==> config.mk <==
export PLATFORM = sky130hd
export DESIGN_NAME = heartbeat_keepalive_monitor
export DESIGN_NICKNAME = d
export VERILOG_FILES = /design/src/rtl/hkm_pkg.sv /design/src/rtl/hkm_engine.sv /design/src/rtl/heartbeat_keepalive_monitor.sv
export SDC_FILE = /design/constraint.sdc
export NUM_CORES = 1
export LEC_CHECK = 0
export BUFFER_PORTS_ARGS = -buffer_cell sky130_fd_sc_hd__buf_2
export CAP_MARGIN = 10
export CELL_PAD_IN_SITES_DETAIL_PLACEMENT = 1
export CELL_PAD_IN_SITES_GLOBAL_PLACEMENT = 1
export CORE_ASPECT_RATIO = 1.4
export CORE_MARGIN = 3
export CORE_UTILIZATION = 45
export DETAILED_ROUTE_END_ITERATION = 8
export GPL_ROUTABILITY_DRIVEN = 0
export PLACE_DENSITY_LB_ADDON = 0.1
export SLEW_MARGIN = 10
export SYNTH_ARGS = -nofsm -noshare
export SYNTH_HDL_FRONTEND = slang
export SYNTH_SLANG_ARGS = --single-unit
==> constraint.sdc <==
create_clock -name clk -period 4.86 [get_ports clk]
set_clock_uncertainty 0.2 [all_clocks]
set_input_delay 0.243 -clock clk [delete_from_list [all_inputs] [get_ports clk]]
set_output_delay 0.243 -clock clk [all_outputs]
set_load 0.02 [all_outputs]
==> src/rtl/hkm_pkg.sv <==
// Shared types and constants for the heartbeat keepalive monitor.
package hkm_pkg;

  localparam int CNT_W     = 16;
  localparam int CFG_IDX_W = 1;

  localparam logic [CNT_W-1:0] CNT_MAX = {CNT_W{1'b1}};

  localparam logic [7:0] BYTE_PING = 8'd73;
  localparam logic [7:0] BYTE_PONG = 8'd79;

  localparam logic [CNT_W-1:0] PING_PERIOD_RST  = 16'd300;
  localparam logic [CNT_W-1:0] PONG_TIMEOUT_RST = 16'd15;

  localparam logic [1:0] CMD_TICK    = 2'd0;
  localparam logic [1:0] CMD_RX      = 2'd1;
  localparam logic [1:0] CMD_TX_FAIL = 2'd2;
  localparam logic [1:0] CMD_NONE    = 2'd3;

  localparam logic [1:0] PH_START = 2'd0;
  localparam logic [1:0] PH_WAIT  = 2'd1;
  localparam logic [1:0] PH_IDLE  = 2'd2;
  localparam logic [1:0] PH_LOST  = 2'd3;

  localparam logic [CFG_IDX_W-1:0] CFG_PING_PERIOD  = 1'd0;
  localparam logic [CFG_IDX_W-1:0] CFG_PONG_TIMEOUT = 1'd1;

  typedef struct packed {
    logic [1:0] command;
    logic [7:0] rx_byte;
  } in_word_t;

  typedef struct packed {
    logic       tx_valid;
    logic [7:0] tx_byte;
    logic       link_lost;
    logic       awaiting_pong;
  } out_word_t;

  function automatic logic [CNT_W-1:0] sat_inc(input logic [CNT_W-1:0] v);
    sat_inc = (v == CNT_MAX) ? v : v + 1'b1;
  endfunction

endpackage

==> src/rtl/hkm_engine.sv <==
// Link state, counters and per-word step logic of the keepalive monitor.
module hkm_engine (
  input  logic                     clk,
  input  logic                     rst_n,
  input  logic                     step,
  input  hkm_pkg::in_word_t        word,
  input  logic [hkm_pkg::CNT_W-1:0] ping_period,
  input  logic [hkm_pkg::CNT_W-1:0] pong_timeout,
  output hkm_pkg::out_word_t       result
);

  logic [1:0]                phase_r,      phase_nxt;
  logic [hkm_pkg::CNT_W-1:0] since_ping_r, since_ping_nxt;
  logic [hkm_pkg::CNT_W-1:0] silence_r,    silence_nxt;
  logic                      tx;
  logic [7:0]                txb;
  logic [hkm_pkg::CNT_W-1:0] since_inc, silence_inc;

  assign since_inc   = hkm_pkg::sat_inc(since_ping_r);
  assign silence_inc = hkm_pkg::sat_inc(silence_r);

  always_comb begin
    phase_nxt      = phase_r;
    since_ping_nxt = since_ping_r;
    silence_nxt    = silence_r;
    tx             = 1'b0;
    txb            = 8'd0;
    if (word.command != hkm_pkg::CMD_NONE) begin
      unique case (phase_r)
        hkm_pkg::PH_START: begin
          // first word only launches the ping
          tx             = 1'b1;
          txb            = hkm_pkg::BYTE_PING;
          phase_nxt      = hkm_pkg::PH_WAIT;
          since_ping_nxt = '0;
          silence_nxt    = '0;
        end
        hkm_pkg::PH_WAIT: begin
          if (word.command == hkm_pkg::CMD_TICK) begin
            since_ping_nxt = since_inc;
            silence_nxt    = silence_inc;
            if (silence_inc >= pong_timeout) phase_nxt = hkm_pkg::PH_LOST;
          end else if (word.command == hkm_pkg::CMD_TX_FAIL) begin
            phase_nxt = hkm_pkg::PH_LOST;
          end else if (word.rx_byte == hkm_pkg::BYTE_PING) begin
            tx          = 1'b1;
            txb         = hkm_pkg::BYTE_PONG;
            silence_nxt = '0;
          end else if (word.rx_byte == hkm_pkg::BYTE_PONG) begin
            silence_nxt = '0;
            if (since_ping_r >= ping_period) begin
              // late pong: next ping goes out right away
              tx             = 1'b1;
              txb            = hkm_pkg::BYTE_PING;
              since_ping_nxt = '0;
            end else begin
              phase_nxt = hkm_pkg::PH_IDLE;
            end
          end else begin
            phase_nxt = hkm_pkg::PH_LOST;
          end
        end
        hkm_pkg::PH_IDLE: begin
          if (word.command == hkm_pkg::CMD_TICK) begin
            since_ping_nxt = since_inc;
            if (since_inc >= ping_period) begin
              tx             = 1'b1;
              txb            = hkm_pkg::BYTE_PING;
              phase_nxt      = hkm_pkg::PH_WAIT;
              since_ping_nxt = '0;
              silence_nxt    = '0;
            end
          end else if (word.command == hkm_pkg::CMD_TX_FAIL) begin
            phase_nxt = hkm_pkg::PH_LOST;
          end else if (word.rx_byte == hkm_pkg::BYTE_PING) begin
            tx  = 1'b1;
            txb = hkm_pkg::BYTE_PONG;
          end
        end
        hkm_pkg::PH_LOST: begin
        end
      endcase
    end
  end

  assign result.tx_valid      = tx;
  assign result.tx_byte       = txb;
  assign result.link_lost     = (phase_nxt == hkm_pkg::PH_LOST);
  assign result.awaiting_pong = (phase_nxt == hkm_pkg::PH_WAIT);

  always_ff @(posedge clk) begin
    if (!rst_n) begin
      phase_r      <= hkm_pkg::PH_START;
      since_ping_r <= '0;
      silence_r    <= '0;
    end else if (step) begin
      phase_r      <= phase_nxt;
      since_ping_r <= since_ping_nxt;
      silence_r    <= silence_nxt;
    end
  end

endmodule

==> src/rtl/heartbeat_keepalive_monitor.sv <==
// Top level of the heartbeat keepalive monitor: input and result registers, config.
// Every accepted word, whatever its command, yields exactly one result word via the
// input and result registers; one word per cycle is sustained while out_ready is
// high. An input register feeds the step logic, which updates the link state and
// loads the result register in the same cycle, so a word can be accepted while a
// finished result still waits on out_ready. Config writes take effect at once.
module heartbeat_keepalive_monitor (
  input  logic                          clk,
  input  logic                          rst_n,
  input  logic                          in_valid,
  output logic                          in_ready,
  input  hkm_pkg::in_word_t             in_data,
  output logic                          out_valid,
  input  logic                          out_ready,
  output hkm_pkg::out_word_t            out_data,
  input  logic                          cfg_we,
  input  logic [hkm_pkg::CFG_IDX_W-1:0] cfg_index,
  input  logic [hkm_pkg::CNT_W-1:0]     cfg_wdata
);

  logic                      in_v_r;
  hkm_pkg::in_word_t         in_word_r;
  logic                      out_v_r;
  hkm_pkg::out_word_t        out_word_r;
  hkm_pkg::out_word_t        step_result;
  logic [hkm_pkg::CNT_W-1:0] ping_period_r;
  logic [hkm_pkg::CNT_W-1:0] pong_timeout_r;
  logic                      advance;

  assign advance  = in_v_r && (!out_v_r || out_ready);
  assign in_ready = !in_v_r || advance;

  always_ff @(posedge clk) begin
    if (!rst_n) begin
      in_v_r  <= 1'b0;
      out_v_r <= 1'b0;
    end else begin
      if (in_ready) in_v_r <= in_valid;
      if (advance) out_v_r <= 1'b1;
      else if (out_ready) out_v_r <= 1'b0;
    end
  end

  always_ff @(posedge clk) begin
    if (in_ready && in_valid) in_word_r <= in_data;
    if (advance) out_word_r <= step_result;
  end

  always_ff @(posedge clk) begin
    if (!rst_n) begin
      ping_period_r  <= hkm_pkg::PING_PERIOD_RST;
      pong_timeout_r <= hkm_pkg::PONG_TIMEOUT_RST;
    end else if (cfg_we) begin
      unique case (cfg_index)
        hkm_pkg::CFG_PING_PERIOD:  ping_period_r  <= cfg_wdata;
        hkm_pkg::CFG_PONG_TIMEOUT: pong_timeout_r <= cfg_wdata;
      endcase
    end
  end

  hkm_engine u_engine (
    .clk          (clk),
    .rst_n        (rst_n),
    .step         (advance),
    .word         (in_word_r),
    .ping_period  (ping_period_r),
    .pong_timeout (pong_timeout_r),
    .result       (step_result)
  );

  assign out_valid = out_v_r;
  assign out_data  = out_word_r;

endmodule

==> results.txt <==
Status = finished, violations left
Failing checks = hold timing
First-pass GRT wire length = 26,490 µm
Largest net degree at the start of global routing = 27
Flip-flop and latch count after synthesis = 83
Die area = 0.01313 mm²
CP Max Fanout = 14
Nets = 772
CP endpoint = out_data[0]$_DFFE_PP_
Hold Crit Class = input port to flop
Resized cells post-CTS = 0
DR WL met2 = 8891 µm
Hold_buf cts = 26
# clock sinks = 83
Hold Vio Cnt, Final = 1
Worst hold slack = -2.230 ps
Syn Area/Cell = 8.356 µm²
Fraction of the yosys area taken by sequential cells = 34.20%
Least-Margin Pin Slew = 974.5 ps
CTS tree = yes
Max Clk Rate = 0.2240 GHz
Area share of the largest cell type after synthesis = 25.70%
Met1 Wirelength = 6431 µm
Total GRT Usage = 25.28%
Layout cells sized above 1 = 12.74%
Via/cell ratio = 5.739
I/O pin total = 45
GRT overflow = 0
Starting Density = 46.49%
FFs w/ async S/R, synth = 0%
Final core utilization = 53.47%
First drt pass iteration count = 4
Met3 routed WL = 220 µm
Post-Synthesis Cells = 634
Final TNS setup = 0 ps
CP max stage delay = 420 ps
Crit path time final = 4464 ps
CP Capture Type = flop
Non-Filler Instances = 835
First-iteration detailed-routing DRC count = 105
Slowest-stage cell, CP = nor4_4
Clock root cell = clkbuf_16
Top-count cell post-synth = nand2_1
Placed cell count = 793
Fin. max-slew vios = 0
Inserted Clock Buffers = 9
Max-slew headroom = 34.79%
Crit path DAT = 4360 ps
Critical Path RT = 4760 ps
Tcrit/Tclk final = 91.84%
Prevailing post-synth register cell = dfxtp_1
Max VDD drop = 0.1458 mV
Clock transition at path regs = 70 ps
Worst Setup Start Kind = flop
DRC Markers = 0
PD cells = 259.4 mW/mm²
Antenna viol nets, final = 0
Setup bufs post-CTS = 0
I/O Buffers = 41
Post-synth EDFFs = 15
WS Path Type = flop to flop
CP startpoint = u_engine.since_ping_r[0]$_SDFFE_PN0P_
RSZ-0062 raised after global routing = no
Reg-to-reg startpoint = u_engine.since_ping_r[0]$_SDFFE_PN0P_
Die W = 97.70 µm
Reg2reg end = out_data[0]$_DFFE_PP_
Commonest cells post-synth = nand2_1, dfxtp_1, a21oi_1
Clk_lat worst skew = 340 ps
Number of max-cap violations = 0
Area Growth Syn to Fin = 15.02%
Synthesized area = 0.005298 mm²
Top Layer Used = met4
P_leak = 0.002617 µW
Crit-path cells = ha_1 > nand3_1 > nor4_4 > nand4_2 > nand4_1 > or2_2 > nand2_1 > ha_1 > a21o_1 > a221o_1 > a221oi_2 > o21ai_1 > a221oi_1 > o21ai_1 > and3_1
Avg WL per Cell = 19.37 µm
Core Box Area = 0.01140 mm²
WL final = 16,180 µm
Largest area contributor in the netlist = dfxtp_1
Distinct cell type count after synthesis = 68
ANT cells = 0
Setup violators final = 0
Die height = 134.4 µm
Vias in the first global route = 5,237
H-tree depth = 3
Reg-to-reg slack, setup = 400 ps
Synth area leaders = dfxtp_1, ha_1, edfxtp_1, nand2_1, a21oi_1
Initial antenna violation count = 0
R2R depth = 15
Vias = 4,792
Rows = 46
Bufs on Longest Clock Path = 2
DPL Wire Length = 12,360 µm
Synth warn = 0
power breakdown:
group,internal (µW),switching [µW]
registers,724,14.3
logic,66.5,109
clock network,356,311
total,1150,435
worst min-delay path by stage:
stage / startpoint / to / slack (ps) / cells after the start
2_1_floorplan: in_data[0] / in_word_r[0]$_DFFE_PP_ / 140 / 0
3_3_place_gp: in_data[3] / in_word_r[3]$_DFFE_PP_ / 220 / 1
3_5_place_dp: in_data[6] / in_word_r[6]$_DFFE_PP_ / 220 / 1
4_1_cts: cfg_wdata[3] / ping_period_r[3]$_SDFFE_PN1P_ / 0.5 / 3
5_1_grt: cfg_wdata[3] / ping_period_r[3]$_SDFFE_PN1P_ / 20 / 3
6_report: cfg_wdata[3] / ping_period_r[3]$_SDFFE_PN1P_ / -2 / 3
registers in the layout (all words and copies together), names as in the netlist:
name	count
ping_period_r	16
pong_timeout_r	16
u_engine.silence_r	16
u_engine.since_ping_r	16
in_word_r	10
out_data	5
u_engine.phase_r	2
in_v_r	1
out_valid	1
area by class of cell:
cell class              count  area (µm²)
multi-input cells         477        3157
clock inverters             7       58.81
well taps                 144       180.2
inverters                  44       165.2
fillers                  1378        5303
repair buffers             71       495.5
flip-flops and latches     83        1812
clock buffers               9       225.2
metal layers:
| metal | GRT usage, % | vias up |
|---|---|---|
| met3 | 2.810 | 37 |
| li1 | - | 2353 |
| met1 | 27.47 | 2343 |
| met5 | 0 | - |
| met2 | 48.67 | 59 |
| met4 | 11.16 | 0 |
layout by cell type (no fill, tap or decap), types with 3 or more instances in the layout:
| master | Yosys | final |
|---|---|---|
| nand2_1 | 105 | 105 |
| dfxtp_1 | 68 | 68 |
| a21oi_1 | 63 | 63 |
| ha_1 | 54 | 54 |
| inv_1 | 44 | 44 |
| buf_2 | 5 | 41 |
| nor2_1 | 28 | 28 |
| dlygate4sd3_1 | 0 | 26 |
| nand3_1 | 24 | 24 |
| edfxtp_1 | 15 | 15 |
| xnor2_1 | 13 | 13 |
| nand4_1 | 13 | 13 |
| nor3_1 | 12 | 12 |
| o211ai_1 | 12 | 12 |
| nand2b_1 | 11 | 11 |
| and3_1 | 11 | 11 |
| o21ai_0 | 11 | 11 |
| a21o_1 | 11 | 11 |
| clkbuf_16 | 0 | 9 |
| a22o_1 | 7 | 7 |
| o21a_1 | 6 | 6 |
| and2_1 | 5 | 5 |
| or2_2 | 5 | 5 |
| or3_1 | 5 | 5 |
| xor2_1 | 5 | 5 |
| nor2b_1 | 4 | 4 |
| mux2_2 | 4 | 4 |
| and4_1 | 4 | 4 |
| a2111oi_0 | 4 | 4 |
| o21ai_1 | 4 | 4 |
| buf_4 | 8 | 4 |
| nand4_2 | 3 | 3 |
| a31oi_1 | 3 | 3 |
| nand3b_1 | 3 | 3 |
| o2111ai_1 | 3 | 3 |
| o31ai_1 | 3 | 3 |
| a211o_1 | 3 | 3 |
| conb_1 | 1 | 3 |
| inv_6 | 0 | 3 |
critical path, delay by kind of cell, from the launching register on:
family / cells / cell delay (ps)
fa+ha+maj: 2 / 550
compound gates: 6 / 1440
flops: 1 / 410
simple gates: 7 / 1650
cell families after synthesis:
| logic type | synth area share, % |
|---|---|
| xor+xnor | 2.976 |
| compound gates | 19.49 |
| buf+inv | 6.353 |
| simple gates | 22.74 |
| other cells | 0.07079 |
| mux | 1.417 |
| fa+ha+maj | 12.75 |
| flops | 34.20 |
per-stage QoR:
stage	hold slack (ps)	total power (µW)	setup WS (ps)	cell area, µm²
3_3_place_gp	219.3	903.6	650.4	5549
2_1_floorplan	141.9	855.8	1098	5305
6_report	-2.230	1581	396.5	6093
5_1_grt	20.16	1647	44.72	6093
4_1_cts	0.5308	1595	440.9	6093
3_5_place_dp	221.7	911.6	461.9	5549
(Power assumes the default switching activity.)
